$ cat config.mk
export PLATFORM = sky130hd
export DESIGN_NAME = lki_ctrl
export DESIGN_NICKNAME = d
export VERILOG_FILES = /design/src/hdl/lki_pkg.sv /design/src/hdl/lki_ctrl.sv
export SDC_FILE = /design/constraint.sdc
export NUM_CORES = 1
export LEC_CHECK = 0
export ABC_AREA = 0
export BUFFER_PORTS_ARGS = -buffer_cell sky130_fd_sc_hd__clkbuf_2
export CORE_MARGIN = 1.5
export CORE_UTILIZATION = 59
export CTS_CLUSTER_SIZE = 16
export DETAILED_ROUTE_END_ITERATION = 8
export PLACE_DENSITY = 0.84
export SYNTH_ARGS = -nofsm -noshare
export SYNTH_HDL_FRONTEND = slang
export SYNTH_SLANG_ARGS = --single-unit
export TNS_END_PERCENT = 30
$ cat constraint.sdc
create_clock -name clk -period 3.25 [get_ports clk]
set_input_delay 0.8125 -clock clk [delete_from_list [all_inputs] [get_ports clk]]
set_output_delay 0.8125 -clock clk [all_outputs]
set_load 0.02 [all_outputs]
$ cat src/hdl/lki_pkg.sv
// Shared types and constants for the looping keyframe interpolator.
// Used by lki_ctrl, lki_dpath and looping_keyframe_interpolator.
package lki_pkg;

    localparam int MAX_KEYS  = 1024;
    localparam int KEY_W     = $clog2(MAX_KEYS);
    localparam int CNT_W     = KEY_W + 1;
    localparam int FRAC_BITS = 16;
    localparam int DATA_W    = 32;
    localparam int SMP_W     = 11;
    localparam int SUM_W     = DATA_W + 1;
    localparam int NOW_W     = DATA_W + SMP_W;
    localparam int NUM_TRK   = 3;
    localparam int TRK_W     = 2;

    localparam logic [DATA_W-1:0] FIX_ONE = DATA_W'(1) << FRAC_BITS;

    // register byte addresses
    localparam logic [2:0] ADDR_DURATION = 3'd0;
    localparam logic [2:0] ADDR_SAMPLES  = 3'd4;

    // track numbers
    localparam logic [TRK_W-1:0] TRK_POS = 2'd0;
    localparam logic [TRK_W-1:0] TRK_ROT = 2'd1;
    localparam logic [TRK_W-1:0] TRK_SCL = 2'd2;

    typedef enum logic [1:0] {
        OP_TICK = 2'd0,
        OP_POS  = 2'd1,
        OP_ROT  = 2'd2,
        OP_SCL  = 2'd3
    } op_t;

    typedef enum logic [10:0] {
        S_CLEAR = 11'b00000000001,
        S_IDLE  = 11'b00000000010,
        S_MOD   = 11'b00000000100,
        S_MUL   = 11'b00000001000,
        S_SCAN  = 11'b00000010000,
        S_TSET  = 11'b00000100000,
        S_DINIT = 11'b00001000000,
        S_DIV   = 11'b00010000000,
        S_LMUL  = 11'b00100000000,
        S_LADD  = 11'b01000000000,
        S_OUT   = 11'b10000000000
    } state_t;

    typedef struct packed {
        logic             clr_wr;
        logic             key_wr;
        logic             tick_start;
        logic             mod_step;
        logic             mul_now;
        logic             scan_step;
        logic             track_setup;
        logic             div_init;
        logic             div_step;
        logic             lerp_mul;
        logic             lerp_add;
        logic             out_load;
        logic [CNT_W-1:0] cnt;
        logic [TRK_W-1:0] trk;
    } lki_cmd_t;

endpackage

$ cat src/hdl/lki_ctrl.sv
// Sequencer of the keyframe interpolator: clear pass, clock wrap, key scan,
// per-track ratio and blend, result hand-off. Depends on lki_pkg.
module lki_ctrl
    import lki_pkg::*;
(
    input  logic              clk,
    input  logic              rst_n,
    input  logic              item_valid,
    input  logic [1:0]        op,
    output logic              item_stall,
    output logic              result_valid,
    input  logic              result_stall,
    output lki_cmd_t          cmd
);

    state_t           state_reg, state_next;
    logic [CNT_W-1:0] cnt_reg, cnt_next;
    logic [TRK_W-1:0] trk_reg, trk_next;
    logic             rv_reg, rv_next;

    // next state and commands
    always_comb
    begin
        state_next = state_reg;
        cnt_next   = cnt_reg;
        trk_next   = trk_reg;
        rv_next    = rv_reg;
        cmd        = '0;
        cmd.cnt    = cnt_reg;
        cmd.trk    = trk_reg;
        if (rv_reg && !result_stall)
        begin
            rv_next = 1'b0;
        end
        unique case (state_reg)
            S_CLEAR:
            begin
                cmd.clr_wr = 1'b1;
                if (cnt_reg == CNT_W'(MAX_KEYS - 1))
                begin
                    cnt_next   = '0;
                    state_next = S_IDLE;
                end
                else
                begin
                    cnt_next = cnt_reg + 1'b1;
                end
            end
            S_IDLE:
            begin
                if (item_valid)
                begin
                    if (op == OP_TICK)
                    begin
                        cmd.tick_start = 1'b1;
                        cnt_next       = '0;
                        state_next     = S_MOD;
                    end
                    else
                    begin
                        cmd.key_wr = 1'b1;
                    end
                end
            end
            S_MOD:
            begin
                cmd.mod_step = 1'b1;
                if (cnt_reg == CNT_W'(SUM_W - 1))
                begin
                    state_next = S_MUL;
                end
                else
                begin
                    cnt_next = cnt_reg + 1'b1;
                end
            end
            S_MUL:
            begin
                cmd.mul_now = 1'b1;
                cnt_next    = '0;
                state_next  = S_SCAN;
            end
            S_SCAN:
            begin
                cmd.scan_step = 1'b1;
                if (cnt_reg == CNT_W'(MAX_KEYS))
                begin
                    trk_next   = TRK_POS;
                    state_next = S_TSET;
                end
                else
                begin
                    cnt_next = cnt_reg + 1'b1;
                end
            end
            S_TSET:
            begin
                cmd.track_setup = 1'b1;
                state_next      = S_DINIT;
            end
            S_DINIT:
            begin
                cmd.div_init = 1'b1;
                cnt_next     = '0;
                state_next   = S_DIV;
            end
            S_DIV:
            begin
                cmd.div_step = 1'b1;
                if (cnt_reg == CNT_W'(FRAC_BITS - 1))
                begin
                    state_next = S_LMUL;
                end
                else
                begin
                    cnt_next = cnt_reg + 1'b1;
                end
            end
            S_LMUL:
            begin
                cmd.lerp_mul = 1'b1;
                state_next   = S_LADD;
            end
            S_LADD:
            begin
                cmd.lerp_add = 1'b1;
                if (trk_reg == TRK_SCL)
                begin
                    state_next = S_OUT;
                end
                else
                begin
                    trk_next   = trk_reg + 1'b1;
                    state_next = S_TSET;
                end
            end
            S_OUT:
            begin
                if (!rv_reg || !result_stall)
                begin
                    cmd.out_load = 1'b1;
                    rv_next      = 1'b1;
                    state_next   = S_IDLE;
                end
            end
            default:
            begin
                state_next = S_IDLE;
            end
        endcase
    end

    assign item_stall   = (state_reg != S_IDLE);
    assign result_valid = rv_reg;

    // hold state
    always_ff @(posedge clk or negedge rst_n)
    begin
        if (!rst_n)
        begin
            state_reg <= S_CLEAR;
            cnt_reg   <= '0;
            trk_reg   <= TRK_POS;
            rv_reg    <= 1'b0;
        end
        else
        begin
            state_reg <= state_next;
            cnt_reg   <= cnt_next;
            trk_reg   <= trk_next;
            rv_reg    <= rv_next;
        end
    end

endmodule

==> results of run 1 <==
[report_power, final]
group | internal [W] | switching [W] | total (W)
Combinational | 0.000142 | 0.000261 | 0.000403
Clock | 0.0000479 | 0.0000900 | 0.000138
Sequential | 0.000331 | 0.0000313 | 0.000362
Total | 0.000521 | 0.000382 | 0.000903
[worst max-delay path: stages (launching register included)]
cell and delay [ns]:
dfrtp_1 0.51, nor3_4 0.30, nand3b_1 0.24, or4_1 0.57, a21oi_1 0.16, clkbuf_2 0.20
[routing by layer]
layer  up-vias  track usage [%]
li1        770                -
met1       760             36.2
met2        53             47.3
met3         8             2.30
met4         0             8.97
met5         -                0
[how the worst max path moves through the flow]
stage	startpoint	endpoint	slack [ns]	depth (start not counted)
after floorplan	state_reg[3]$_DFFE_PN0P_	cmd[13]	0.54	5
final	state_reg[3]$_DFFE_PN0P_	cmd[13]	0.16	5
after global placement	state_reg[3]$_DFFE_PN0P_	cmd[13]	0.59	5
after CTS	state_reg[3]$_DFFE_PN0P_	cmd[13]	0.08	5
after global routing	state_reg[3]$_DFFE_PN0P_	cmd[13]	0.002	5
after detailed placement	state_reg[3]$_DFFE_PN0P_	cmd[13]	0.46	5
[kinds of logic (layout without fill, tap and decap cells)]
logic type	after synthesis	in the layout	share of synthesized area [%]
AO/OA/AOI/OAI	51	51	22.2
AND/OR/NAND/NOR	93	93	33.0
buffers and inverters	18	46	4.91
XOR/XNOR	2	2	1.03
flip-flops	25	25	36.7
adder cells (fa/ha/maj)	3	3	2.20
[cells in the mapped netlist, types with 3 or more instances]
library cell / instances
o21ai_2: 6
nand4_1: 6
o21ai_1: 10
clkbuf_1: 5
ha_1: 3
nor3_1: 8
nand3_1: 5
a21oi_1: 7
nor4_1: 6
inv_1: 10
nor2b_1: 5
and3_1: 4
nor2_1: 13
nand2b_1: 6
nand2_1: 17
o21ai_0: 10
o31ai_2: 3
and4_1: 3
dfrtp_1: 24
[stage by stage]
stage | hold slack [ns] | power (W) | instances | setup slack, ns | area [um^2]
2_1_floorplan | 0.517 | 0.000678 | 192 | 0.541 | 1710
5_1_grt | 0.524 | 0.000970 | 251 | 0.00237 | 1900
4_1_cts | 0.502 | 0.000907 | 251 | 0.0758 | 1890
3_5_place_dp | 0.552 | 0.000766 | 247 | 0.456 | 1860
3_3_place_gp | 0.517 | 0.000750 | 247 | 0.587 | 1860
6_report | 0.502 | 0.000903 | 251 | 0.158 | 1900
[area by class of cell]
type	count	area, um^2	area share [%]
timing repair buffer	32	160	8.45
sequential	25	627	33.1
multi-input combinational	149	1010	53.1
tap	31	38.8	2.05
inverter	10	37.5	1.98
clock buffer	4	26.3	1.39
[what timing repair did]
item,CTS,global route
hold buffers,0,0
endpoints found under the setup margin,0,1
resized for setup,0,2
==> results.yml, run 1 <==
outcome:
  status: "completed"
clock_network:
  clock_path_buffers: 2
  cts-buffers-inserted: 3
  clkSinkCount: 25
  cts_tree: "yes"
  clockRootBuffer: "clkbuf_4"
  clock_latency_ns: 0.31
  clk_pin_slew_worst_paths_ns: 0.13
  post_cts_buffers: 0
  htree_levels: 1
setup_path:
  regToRegSetupSlack_ns: 0.78
  worst_r2r_endpoint: "cnt_reg[5]$_DFFE_PN0P_"
  path_max_fanout: 8
  worstPathRequired_ns: 2.44
  cp-end-kind: "output pin"
  reg2reg_from: "state_reg[9]$_DFFE_PN0P_"
  r2r_cells: 6
  arrival_ns: 2.28
  critPathKind: "reg2out"
  critical_path.startpoint_type: "register"
timing:
  rsz0062_at_grt: "no"
  slew_headroom_pct: 55.9
  slew_violations: 0
  setup_tns_ns: 0
  tightest_slew_ns: 0.662
  hold_viol_final: 0
  clock.fmax_mhz: 323
  finClkSkew_ns: 0.00433
  finalCritPeriodShare_pct: 95.1
  finalCriticalPeriod_ns: 3.09
  setup_viol: 0
floorplanning:
  dieArea_mm2: 0.00323
  die_w_um: 56.8
  num_io_pins: 33
  core_area_mm2: 0.00276
  start_util_pct: 61.9
  num_rows: 19
  die_h_um: 56.8
detailed_routing:
  drt-met1-wl_um: 1740
  firstDrtPassIters: 5
  wl_met3_um: 199
  wl_um: 4090
  wl_met2_um: 2080
  via_count: 1591
  antenna_left: 0
  routed_via_density: 6.34
  wl_per_cell_um: 16.3
  drtIter0Drc: 106
  routed.top_layer: "met4"
  post-route-drc-count: 0
yosys:
  yosys.area.top_type_share_pct: 35.2
  yosys_most_used_dff: "dfrtp_1"
  syn_nets: 201
  syn-cell-area_mm2: 0.00171
  post-synth-top-area-cell: "dfrtp_1"
  postSynthCellCount: 192
  postSynth.asyncResetShare_pct: 100
  synth-seq-area-share_pct: 36.7
  yosys_warnings: 0
  ys_top_cells_by_area: "dfrtp_1 (35%), nand2_1 (3.7%), o21ai_2 (3.1%)"
  synth-edff-count: 0
  ys_ff_latch: 25
  syn_area_per_cell_um2: 8.90
  ys_types: 49
layout:
  syn_to_final_growth_pct: 11.0
  finish.utilization_pct: 68.7
  final_cell_mix: "clkbuf_2 (32), dfrtp_1 (24), nand2_1 (17)"
  num_antenna_cells: 0
  final_common_cell: "clkbuf_2"
  nets: 230
  nFillCells: 223
  drive_gt1_share_pct: 25.5
hold_path:
  hp-class: "in2async"
global_route:
  grt_overflow: 0
  grt_max_degree: 26
  track_usage_pct: 27.4
  antenna_found_initial: 0
  grt_pass1_vias: 1531
  grt_pass1_wl_um: 7020
placement:
  place_congestion: 0.958
  dpl.hpwl_um: 3100
  port_buffers: 32
job:
  max_cap_violations: 0
power:
  ir_worst_vdd_v: 0.000351
  power_density_mw_per_mm2: 476
  power_leakage_nw: 0.902
(Power assumes the default switching activity.)
==> run 2: changes to the inputs <==
ABC_CLOCK_PERIOD_IN_PS = 3250   (was default)
CORE_UTILIZATION = 25   (was 59)
PLACE_DENSITY = default   (was 0.84)
REMOVE_ABC_BUFFERS = 1   (was default)
==> results.yml, run 2 (synthesized netlist as in run 1, its figures left out) <==
setup_path:
  cp-end-kind: "output pin"
  cp_cell_sequence: "nor2_1, nand3b_1, or4_1, a21oi_1, clkbuf_2"
  cp_slowest_cell: "or4_1"
  arrival_ns: 2.22
  worst-path-buf-inv: 1
  cpLargestDelayFamily: "simple AND/OR/NAND/NOR gates"
  critical_path.startpoint_type: "register"
  worstPathRequired_ns: 2.44
  critPathKind: "reg2out"
  path_max_fanout: 7
  max_stage_delay_ns: 0.57
global_route:
  grt_overflow: 0
  grt_pass1_wl_um: 6980
  track_usage_pct: 11.7
  antenna_found_initial: 0
  grt_max_degree: 26
  grt_pass1_vias: 1411
detailed_routing:
  routed_via_density: 5.10
  wl_per_cell_um: 13.9
  post-route-drc-count: 1
  wl_um: 4130
  firstDrtPassIters: 6
  antenna_left: 0
  via_count: 1516
  drtIter0Drc: 72
layout:
  nets: 230
  final_common_cell: "clkbuf_2"
  fin_cells: 297
  syn_to_final_growth_pct: 15.3
  final_cell_mix: "clkbuf_2 (32), dfrtp_1 (24), nand2_1 (17)"
  nFillCells: 683
  finish.utilization_pct: 30.5
  num_antenna_cells: 0
  design_area_mm2: 0.00197
  drive_gt1_share_pct: 25.0
outcome:
  status: "finished, violations left"
  violations: "DRC"
power:
  ir_worst_vdd_v: 0.000232
  power_leakage_nw: 0.910
  power_density_mw_per_mm2: 480
clock_network:
  clock_latency_ns: 0.27
  htree_levels: 1
  cts-hold-fix-buffers: 0
  clockRootBuffer: "clkbuf_8"
  clock_path_buffers: 2
  cts_tree: "yes"
  clkSinkCount: 25
  cts-buffers-inserted: 3
  clk_pin_slew_worst_paths_ns: 0.09
floorplanning:
  num_rows: 29
  core_area_mm2: 0.00646
  num_io_pins: 33
  dieArea_mm2: 0.00734
  die_w_um: 85.7
  die_h_um: 85.7
  start_util_pct: 26.4
timing:
  tightest_slew_ns: 0.660
  rsz0062_at_grt: "no"
  finalCriticalPeriod_ns: 3.03
  hold_viol_final: 0
  finClkSkew_ns: 0.00817
  clock.fmax_mhz: 330
  finalCritPeriodShare_pct: 93.3
  fin_ws_ns: 0.218
  slew_headroom_pct: 56.0
  setup_viol: 0
  setup_tns_ns: 0
  slew_violations: 0
placement:
  port_buffers: 32
  dpl.hpwl_um: 3200
  place_ws_ns: 0.492
  place_area_mm2: 0.00192
  place_congestion: 0.876
  dp_cells: 293
job:
  max_cap_violations: 0
hold_path:
  hp-class: "in2async"
[run 2: cell types whose count changed in the layout (fill, tap and decap cells not counted)]
cell      delta
nor2_2       -1
nor2_1       +1
clkbuf_8     +3
clkbuf_4     -3
[run 2: worst paths after layout]
path                       slack (ns)                      from  depth (start not counted)                  endpoint
max                              0.22  state_reg[1]$_DFFE_PN0P_                          5                   cmd[13]
min                              0.56                     rst_n                          1    cnt_reg[4]$_DFFE_PN0P_
max reg2reg                      0.83  state_reg[9]$_DFFE_PN0P_                          6    cnt_reg[5]$_DFFE_PN0P_
min reg2reg                      0.56    trk_reg[1]$_DFFE_PN0P_                          2    trk_reg[1]$_DFFE_PN0P_
max in group asynchronous        2.26                     rst_n                          1  state_reg[3]$_DFFE_PN0P_
min in group clk                 0.56    trk_reg[1]$_DFFE_PN0P_                          2    trk_reg[1]$_DFFE_PN0P_
[run 2: through the flow]
step	power [W]	hold WS [ns]
6_report	0.000946	0.559
3_5_place_dp	0.000766	0.543
5_1_grt	0.00102	0.579
3_3_place_gp	0.000765	0.529
2_1_floorplan	0.000663	0.517
4_1_cts	0.000956	0.564
[run 2: timing repair]
action / in CTS / in global routing
setup endpoints to repair: 0 / 1
buffers inserted: 0 / 0
gates resized for setup: 0 / 1
[run 2: where the power goes]
part           internal, W  switching (W)
logic             0.000139       0.000255
clock network    0.0000877       0.000101
registers         0.000331      0.0000325
total             0.000558       0.000389
[run 2: final cells by class]
| type | count | area (um^2) | share of cell area [%] |
|---|---|---|---|
| inverter | 10 | 37.5 | 1.91 |
| clock buffer | 4 | 45.0 | 2.29 |
| tap | 77 | 96.3 | 4.89 |
| timing repair buffer | 32 | 160 | 8.13 |
| sequential | 25 | 627 | 31.8 |
| multi-input combinational | 149 | 1000 | 51.0 |
[run 2: per-layer routing]
layer	vias up	part of all wire [%]	track usage, %
li1	775	-	-
met1	709	49	17.0
met2	26	46	17.8
met3	6	4.0	2.12
met4	0	1.4	3.23
met5	-	0	0
